--- src/hw/rtl/sfd_pkg.sv ---
// ----------------------------------------------------------------------------
// sfd_pkg
// Shared types and constants for the serial frame deframer.
// ----------------------------------------------------------------------------
package sfd_pkg;

	// Result kinds
	localparam logic [1:0] KIND_PAYLOAD = 2'd0;
	localparam logic [1:0] KIND_GOOD    = 2'd1;
	localparam logic [1:0] KIND_BAD     = 2'd2;

	// Register indexes
	localparam logic [1:0] REG_FIRST_HEADER  = 2'd0;
	localparam logic [1:0] REG_SECOND_HEADER = 2'd1;
	localparam logic [1:0] REG_NODE_ADDRESS  = 2'd2;

	// Register reset values
	localparam logic [7:0] RST_FIRST_HEADER  = 8'h55;
	localparam logic [7:0] RST_SECOND_HEADER = 8'hAA;
	localparam logic [7:0] RST_NODE_ADDRESS  = 8'h15;

	// Register set
	typedef struct packed {
		logic [7:0] first_header;
		logic [7:0] second_header;
		logic [7:0] node_address;
	} cfg_t;

	// One result word
	typedef struct packed {
		logic [1:0] result_kind;
		logic [7:0] data_byte;
		logic [7:0] byte_index;
		logic [7:0] frame_length;
	} res_t;

endpackage

--- src/hw/rtl/sfd_cfg.sv ---
// ----------------------------------------------------------------------------
// sfd_cfg
// Configuration registers: header values and node address.
// ----------------------------------------------------------------------------
module sfd_cfg (
	input  logic                clk,
	input  logic                arst_n,
	input  logic                cfg_we,
	input  logic [1:0]          cfg_index,
	input  logic [7:0]          cfg_wdata,
	output sfd_pkg::cfg_t       cfg
);

	sfd_pkg::cfg_t cfg_q;

	// Register writes; an unused index is dropped
	always_ff @(posedge clk or negedge arst_n) begin
		if (!arst_n) begin
			cfg_q.first_header  <= sfd_pkg::RST_FIRST_HEADER;
			cfg_q.second_header <= sfd_pkg::RST_SECOND_HEADER;
			cfg_q.node_address  <= sfd_pkg::RST_NODE_ADDRESS;
		end else if (cfg_we) begin
			case (cfg_index)
				sfd_pkg::REG_FIRST_HEADER:  cfg_q.first_header  <= cfg_wdata;
				sfd_pkg::REG_SECOND_HEADER: cfg_q.second_header <= cfg_wdata;
				sfd_pkg::REG_NODE_ADDRESS:  cfg_q.node_address  <= cfg_wdata;
				default: ;
			endcase
		end
	end

	assign cfg = cfg_q;

endmodule

--- src/hw/rtl/sfd_parser.sv ---
// ----------------------------------------------------------------------------
// sfd_parser
// Frame state and per-word decode: header hunt, length capture, payload
// indexing, running sum and checksum compare.
// ----------------------------------------------------------------------------
module sfd_parser (
	input  logic                clk,
	input  logic                arst_n,
	input  logic                step,       // word in the input stage is consumed
	input  logic [7:0]          rx_byte,
	input  sfd_pkg::cfg_t       cfg,
	output logic                res_valid,
	output sfd_pkg::res_t       res
);

	logic [7:0] win_q [3];
	logic       receiving_q;
	logic [7:0] len_q;
	logic [7:0] count_q;
	logic [7:0] sum_q;

	logic hdr_match;
	logic in_payload;

	assign hdr_match  = (win_q[0] == cfg.first_header) &&
	                    (win_q[1] == cfg.second_header) &&
	                    (win_q[2] == cfg.node_address);
	assign in_payload = count_q < len_q;

	// Result for the current word
	always_comb begin
		res_valid        = receiving_q;
		res.data_byte    = rx_byte;
		res.frame_length = len_q;
		if (in_payload) begin
			res.result_kind = sfd_pkg::KIND_PAYLOAD;
			res.byte_index  = count_q;
		end else begin
			res.result_kind = (sum_q == rx_byte) ? sfd_pkg::KIND_GOOD : sfd_pkg::KIND_BAD;
			res.byte_index  = 8'd0;
		end
	end

	// Frame state update
	always_ff @(posedge clk or negedge arst_n) begin
		if (!arst_n) begin
			win_q[0]    <= 8'd0;
			win_q[1]    <= 8'd0;
			win_q[2]    <= 8'd0;
			receiving_q <= 1'b0;
			len_q       <= 8'd0;
			count_q     <= 8'd0;
			sum_q       <= 8'd0;
		end else if (step) begin
			if (!receiving_q) begin
				if (hdr_match) begin
					// length word: window kept as is
					receiving_q <= 1'b1;
					len_q       <= rx_byte;
					count_q     <= 8'd0;
					sum_q       <= 8'd0;
				end else begin
					win_q[0] <= win_q[1];
					win_q[1] <= win_q[2];
					win_q[2] <= rx_byte;
				end
			end else if (in_payload) begin
				sum_q   <= sum_q + rx_byte;
				count_q <= count_q + 8'd1;
			end else begin
				// checksum word: back to hunting
				win_q[0]    <= 8'd0;
				win_q[1]    <= 8'd0;
				win_q[2]    <= 8'd0;
				receiving_q <= 1'b0;
				len_q       <= 8'd0;
				count_q     <= 8'd0;
				sum_q       <= 8'd0;
			end
		end
	end

endmodule

--- src/hw/rtl/serial_frame_deframer.sv ---
// ----------------------------------------------------------------------------
// serial_frame_deframer
// Byte-stream frame parser: header/address hunt, length, indexed payload and
// an additive checksum check at frame end.
// ----------------------------------------------------------------------------
//  Channel   Direction  Contents
//  s_axis    in         tdata[7:0] rx_byte
//  m_axis    out        tdata data_byte/byte_index/frame_length, tuser result_kind
//  cfg       in         write enable, index, 8-bit data, no read-back
//
//  One word per cycle sustained while results are taken downstream; input
//  register then result register, with the frame decode between them.
//  Reset (arst_n low) restores the register defaults and starts hunting with
//  an empty header window.
//  A full result register not taken downstream holds the input stage; words
//  that give no result pass through the same stages.
// ----------------------------------------------------------------------------
module serial_frame_deframer (
	input  logic        clk,
	input  logic        arst_n,
	// input stream
	input  logic        s_tvalid,
	output logic        s_tready,
	input  logic [7:0]  s_tdata,    // [7:0] rx_byte
	// result stream
	output logic        m_tvalid,
	input  logic        m_tready,
	output logic [23:0] m_tdata,    // [7:0] data_byte, [15:8] byte_index, [23:16] frame_length
	output logic [1:0]  m_tuser,    // [1:0] result_kind
	// configuration
	input  logic        cfg_we,
	input  logic [1:0]  cfg_index,
	input  logic [7:0]  cfg_wdata
);

	sfd_pkg::cfg_t cfg;
	sfd_pkg::res_t res;
	sfd_pkg::res_t res_s2;
	logic          res_valid;
	logic          valid_s1;
	logic [7:0]    byte_s1;
	logic          valid_s2;
	logic          out_free;
	logic          step;

	assign out_free = !valid_s2 || m_tready;
	assign s_tready = !valid_s1 || out_free;
	assign step     = valid_s1 && out_free;

	sfd_cfg u_cfg (
		.clk       (clk),
		.arst_n    (arst_n),
		.cfg_we    (cfg_we),
		.cfg_index (cfg_index),
		.cfg_wdata (cfg_wdata),
		.cfg       (cfg)
	);

	sfd_parser u_parser (
		.clk       (clk),
		.arst_n    (arst_n),
		.step      (step),
		.rx_byte   (byte_s1),
		.cfg       (cfg),
		.res_valid (res_valid),
		.res       (res)
	);

	// Input register
	always_ff @(posedge clk or negedge arst_n) begin
		if (!arst_n) begin
			valid_s1 <= 1'b0;
		end else if (s_tready) begin
			valid_s1 <= s_tvalid;
		end
	end

	always_ff @(posedge clk) begin
		if (s_tready && s_tvalid) begin
			byte_s1 <= s_tdata;
		end
	end

	// Result register
	always_ff @(posedge clk or negedge arst_n) begin
		if (!arst_n) begin
			valid_s2 <= 1'b0;
		end else if (out_free) begin
			valid_s2 <= valid_s1 && res_valid;
		end
	end

	always_ff @(posedge clk) begin
		if (step) begin
			res_s2 <= res;
		end
	end

	assign m_tvalid = valid_s2;
	assign m_tdata  = {res_s2.frame_length, res_s2.byte_index, res_s2.data_byte};
	assign m_tuser  = res_s2.result_kind;

	// Payload index always lies inside the frame length
	a_index_in_range: assert property (@(posedge clk) disable iff (!arst_n)
		m_tvalid && (m_tuser == sfd_pkg::KIND_PAYLOAD) |-> m_tdata[15:8] < m_tdata[23:16])
		else $error("payload index beyond frame length");

	// Frame-end results carry index zero
	a_end_index_zero: assert property (@(posedge clk) disable iff (!arst_n)
		m_tvalid && (m_tuser == sfd_pkg::KIND_GOOD || m_tuser == sfd_pkg::KIND_BAD)
		|-> m_tdata[15:8] == 8'd0)
		else $error("frame end with non-zero index");

	// Only defined result kinds are shown
	a_kind_valid: assert property (@(posedge clk) disable iff (!arst_n)
		m_tvalid |-> (m_tuser == sfd_pkg::KIND_PAYLOAD || m_tuser == sfd_pkg::KIND_GOOD ||
		              m_tuser == sfd_pkg::KIND_BAD))
		else $error("undefined result kind");

	// An empty result register never holds off the input
	a_ready_when_empty: assert property (@(posedge clk) disable iff (!arst_n)
		!m_tvalid |-> s_tready)
		else $error("input stalled with empty result register");

endmodule

--- config.mk ---
export PLATFORM = sky130hd
export DESIGN_NAME = serial_frame_deframer
export DESIGN_NICKNAME = d
export VERILOG_FILES = /design/src/hw/rtl/sfd_pkg.sv /design/src/hw/rtl/sfd_cfg.sv /design/src/hw/rtl/sfd_parser.sv /design/src/hw/rtl/serial_frame_deframer.sv
export SDC_FILE = /design/constraint.sdc
export NUM_CORES = 1
export LEC_CHECK = 0
export ABC_CLOCK_PERIOD_IN_PS = 2300
export BUFFER_PORTS_ARGS = -buffer_cell sky130_fd_sc_hd__buf_4
export CELL_PAD_IN_SITES_DETAIL_PLACEMENT = 1
export CELL_PAD_IN_SITES_GLOBAL_PLACEMENT = 1
export CORE_ASPECT_RATIO = 1.25
export CORE_UTILIZATION = 50
export CTS_BUF_LIST = sky130_fd_sc_hd__clkbuf_4
export DETAILED_ROUTE_END_ITERATION = 8
export GPL_TIMING_DRIVEN = 0
export PLACE_DENSITY_LB_ADDON = 0.25
export SLEW_MARGIN = 25
export SYNTH_ARGS = -nofsm -noshare
export SYNTH_HDL_FRONTEND = slang
export SYNTH_HIERARCHICAL = 1
export SYNTH_SLANG_ARGS = --single-unit
--- constraint.sdc ---
create_clock -name clk -period 2.3 [get_ports clk]
set_input_delay 0.46 -clock clk [delete_from_list [all_inputs] [get_ports clk]]
set_output_delay 0.46 -clock clk [all_outputs]
set_load 0.005 [all_outputs]
=== Word level (Yosys, flattened, before mapping) ===
Cells that the tools add are included.

* Register bits after elaboration: 109
* Bits of input ports: 23
* Output and inout bits: 28

* Add/sub/neg operators: 2
* Order comparisons: 1
* Equality and inequality tests: 8
* Muxes and demuxes: 15
* Reduce and logical (&&, ||, !) cells: 17

{| class="wikitable"
|+ Operator list
! kind !! number
|-
| $mux 24 || 3
|-
| $mux 8 || 8
|-
| $eq 8x8->1 || 4
|-
| $add 8x1->8 const B || 1
|-
| $add 8x8->8 || 1
|-
| $lt 8x8->1 || 1
|-
| $reduce_and 2->1 || 4
|-
| $reduce_and 3->1 || 2
|-
| $logic_and 1x1->1 || 5
|-
| $mux 1 || 3
|-
| $eq 2x1->1 const B || 1
|-
| $eq 2x2->1 const B || 1
|-
| $logic_not 1->1 || 2
|-
| $logic_not 2->1 || 1
|-
| $logic_or 1x1->1 || 2
|-
| $mux 2 || 1
|-
| $ne 2x1->1 const B || 1
|-
| $ne 2x2->1 const B || 1
|-
| $reduce_bool 2->1 || 1
|}

=== Depth between registers and ports, before layout ===
* Depth after elaboration: 5
* Depth in mapped cells: 8
* Mapped depth without buffers: 8

=== Modules after synthesis ===
Netlist, hierarchy kept.

{| class="wikitable"
|+ By module, submodules not included
! module !! instances !! cells each !! area each (µm²)
|-
| sfd_parser || 1 || 269 || 2855.2
|-
| serial_frame_deframer || 1 || 43 || 1127.3
|-
| sfd_cfg || 1 || 51 || 925.9
|}

=== Least setup slack after synthesis ===
OpenSTA, ideal clock, no wires.

* Kind: input to register
* Start: input m_tready
* End: register u_parser.sum_q[7]
* Library setup time: 0.065 ns
* Arrival time: 2.124 ns
* Path slack: 0.111 ns
* Cell stages on the path: 7
* Path buffers: 1
* Path through: nand2b_1 > and2_2 > clkbuf_1 > nand2_1 > a211oi_4 > nor3b_1 > a211o_1

* Cells in the longest elaborated chain, start to end: 3

{| class="wikitable"
|+ RTL lines
! what !! line !! source
|-
| start: declaration || serial_frame_deframer.sv:27 || <nowiki>input logic m_tready,</nowiki>
|-
| $logic_or 1x1->1 || serial_frame_deframer.sv:46 || <nowiki>assign out_free = !valid_s2 || m_tready;</nowiki>
|-
| $logic_and 1x1->1 || serial_frame_deframer.sv:48 || <nowiki>assign step = valid_s1 && out_free;</nowiki>
|-
| via step || serial_frame_deframer.sv:44 || <nowiki>logic step;</nowiki>
|-
| $reduce_and 2->1 (no line) || -- ||
|-
| end signal: assignment || sfd_parser.sv:68 || <nowiki>sum_q <= sum_q + rx_byte;</nowiki>
|-
| end: declaration || sfd_parser.sv:20 || <nowiki>logic [7:0] sum_q;</nowiki>
|}

The timed path passes the listed nets, and every way through them passes these cells.
A chain may end at the register's enable or synchronous reset.

=== Final worst setup path ===
* Start: register u_cfg.cfg_q, in the netlist u_cfg/cfg[19]
* End: register u_parser.len_q[5]

* Cells in the longest elaborated chain, start to end: 5

{| class="wikitable"
|+ RTL lines
! what !! line !! source
|-
| start: declaration || sfd_cfg.sv:14 || <nowiki>sfd_pkg::cfg_t cfg_q;</nowiki>
|-
| $eq 8x8->1 || sfd_parser.sv:25 || <nowiki>assign hdr_match = (win_q[0] == cfg.first_header) &&</nowiki>
|-
| $logic_and 1x1->1 || sfd_parser.sv:25 ||
|-
| $logic_and 1x1->1 || sfd_parser.sv:26 || <nowiki>(win_q[1] == cfg.second_header) &&</nowiki>
|-
| $reduce_bool 2->1 (no line) || -- ||
|-
| $reduce_and 3->1 (no line) || -- ||
|-
| end signal: assignment || sfd_parser.sv:59 || <nowiki>len_q <= rx_byte;</nowiki>
|-
| end: declaration || sfd_parser.sv:18 || <nowiki>logic [7:0] len_q;</nowiki>
|}

No other way between the ends.

==> key figures <==
Run status
  • Outcome: finished with violations
  • Failing checks: hold timing

Floorplan
  • Initial core utilization: 51.3%
  • CORE AREA: 9560 sq um
  • Std cell rows: 40
  • I/O Pins: 51
  • Die height: 113 um
  • Die Wd: 90.6 um
  • Die area: 10,200 sq um

GRT
  • Largest net degree at the start of global routing: 76
  • GRT overflow: 0
  • Total GRT Usage: 24.4%
  • Number of global-route vias before repair: 3,469
  • First-pass GRT wire length: 18.6 mm
  • Antenna violations before repair: 0

Clocking
  • Clock latency on the worst-skew pair: 460 ps
  • CTS tree: done
  • Clock Path Buffers: 2
  • H-tree depth: 3
  • Hold-fix buffers, CTS: 0
  • Cts bufs inserted: 9
  • Clock slew at reported path FFs: 160 ps
  • Clock tree sinks: 109
  • Root buffer cell: clkbuf_4

Route
  • Detail Route Antenna Nets: 0
  • Via count: 3,252
  • Detailed Route WL: 11.9 mm
  • Post-detailed-route wirelength per cell: 20.9 um
  • Number of remaining DRC errors: 0
  • Number of vias per cell: 5.74
  • Initial drt markers: 100
  • Pre-antenna DRT Iters: 4

Synthesis
  • FF+latch count, synth: 109
  • Yosys cell types: 51
  • Number of enable flip-flop cells after synthesis: 34
  • Post-synthesis sequential area ratio: 59.3%
  • Most numerous cell in the Yosys netlist: dfrtp_1
  • Main synth FF type: dfrtp_1
  • Net Count, Synth: 402
  • Synth Instances: 363
  • Area fraction of the dominant cell type after synthesis: 32.6%
  • Synth top area cells: dfrtp_1, edfxtp_1, dfstp_2
  • Async S/R FF share, synth: 68.8%
  • Cell Area, Synth: 4910 sq um
  • Most frequent cells after synthesis: dfrtp_1, edfxtp_1, a22o_1, xor2_1, mux2_2
  • YS warnings: 6
  • Yosys top cell by area: dfrtp_1
  • Syn_area_per_cell: 13.5 sq um

Setup path
  • R2R depth: 9
  • Critical Path Source: u_cfg/cfg[19]
  • Crit end category: register
  • Critical Path Fanout Max: 3
  • CP Launch Type: register
  • Worst r2r src: u_cfg/cfg[19]
  • Reg2reg setup slack: 60 ps
  • Setup Crit Path Kind: register to register
  • WP data required: 2670 ps
  • CP Data Arrival Time: 2610 ps
  • R2R Path End: u_parser/len_q[5]

Timing
  • Min Tclk post-route: 2240 ps
  • Final Hold Fails: 4
  • Final Cycle Share: 97.4%
  • Worst Tran Pin Value: 704 ps
  • Total negative setup slack: 0 ps
  • Fin. max-slew vios: 0
  • Max transition margin: 53.1%
  • Fmax achieved: 446 MHz
  • Worst Skew: 11.4 ps
  • Final setup vio count: 0
  • Hold slack: -9.21 ps

Finish
  • ANT cells: 0
  • Cell Count, Final, Fillers Out: 567
  • Final instance area: 5760 sq um
  • Final nets: 475
  • Area grow syn2layout: 17.3%
  • Share of layout cells above drive strength 1: 33.8%
  • Filler Cell Count: 962

Placement
  • Dpl cell area: 5440 sq um
  • Port-buffer cells: 50
  • Post-DP HPWL: 8.13 mm
  • GPL Wtd Cong: 0.829
  • Placed cells: 539

Run
  • Max_cap viols: 0

Power and ir drop
  • Power Density: 866 nW/um^2
  • Peak VDD IR: 0.000346 V
  • Leak: 2.61 nW
  • Tot Pwr: 0.00499 W

Min path
  • Min-delay worst type: input pin to asynchronous set/reset pin
[flip-flops by register name, summed over array words and instances, names as in the netlist]
register	cells
m_tuser	2
byte_s1	8
valid_s1	1
u_parser/len_q	8
u_parser/count_q	8
u_parser/res_valid	1
u_cfg/cfg	24
m_tvalid	1
u_parser/sum_q	8
m_tdata	24
u_parser/win_q	24
[worst max-delay path by stage]
| stage | endpoint | slack (ps) | cells after the start |
|---|---|---|---|
| after floorplan | u_parser/sum_q[7] | 110 | 7 |
| after global placement | u_parser/win_q[14] | -550 | 7 |
| final | u_parser/len_q[5] | 60 | 9 |
| after CTS | u_parser/len_q[5] | 20 | 7 |
| after detailed placement | u_parser/win_q[4] | -640 | 7 |
| after global routing | u_parser/len_q[5] | -20 | 9 |
[metrics by stage]
step / worst slack [ps] / utilization [%] / hold slack (ps)
final: 58.7 / 60.2 / -9.21
after global routing: -15.9 / 60.2 / 24.9
after CTS: 18.4 / 59.3 / 137
after detailed placement: -641 / 56.9 / 476
after global placement: -546 / 56.9 / 459
after floorplan: 111 / - / 164
[worst max-delay path: stages (launching register included)]
cell     delay [ps]
dfrtp_1         420
xor2_1          190
nor4_1          340
nand4_1         260
buf_4           210
buf_4           130
nor4_4          230
buf_4           180
a22oi_1          70
o21ai_1         130
[area by class of cell]
cell class	count	area (sq um)	area share, %
clock inverters	6	77.6	1.35
clock buffers	10	75.1	1.30
well taps	126	158	2.74
repair buffers	61	462	8.02
plain buffers	17	121	2.11
inverters	18	67.6	1.17
multi-input cells	220	1890	32.7
flip-flops and latches	109	2910	50.6
[metal layers]
metal / track usage [%] / wire (um)
met5: 0 / 0
met4: 11.2 / 297
met3: 3.02 / 298
met2: 44.7 / 6590
met1: 28.3 / 4670
[cell usage in the layout, fill, tap and decap left out, drive strengths merged, types with 3 or more instances in the layout]
master,Yosys,routed
xnor2,5,5
and2,11,12
nor4,8,8
dfstp,11,11
dfrtp,64,64
o21ai,15,15
buf,14,74
clkbuf,3,14
a21oi,8,8
nand3,7,7
nor2,8,8
edfxtp,34,34
nand2,8,8
nand2b,5,5
nor3,4,4
and3,4,4
ha,15,15
a211o,3,3
nand4,7,7
xor2,28,28
inv,18,18
mux2,24,24
a22o,28,28
clkinv,0,4
a22oi,7,7
nand3b,4,4
[what timing repair did]
item / 4_1_cts / 5_1_grt
resized for setup: 12 / 5
pin swaps: 3 / 4
buffers inserted: 2 / 9
hold endpoints to repair: 0 / 0
endpoints found under the setup margin: 49 / 38
gates cloned: 1 / 0
[cells by family after synthesis]
group | share of synthesized area (%)
AO/OA/AOI/OAI | 12.3
adder cells (fa/ha/maj) | 4.23
buffers and inverters | 3.75
flip-flops | 59.3
XOR/XNOR | 5.89
AND/OR/NAND/NOR | 8.85
multiplexers | 5.71
[report_power, final]
part | internal, W | leakage, nW | total, W | switching (W)
Combinational | 0.000667 | 1.32 | 0.00135 | 0.000684
Clock | 0.000444 | 0.0852 | 0.00105 | 0.000605
Sequential | 0.00234 | 1.20 | 0.00259 | 0.000248
Total | 0.00345 | 2.61 | 0.00499 | 0.00154
No activity file was read; power rests on OpenSTA's default activity.
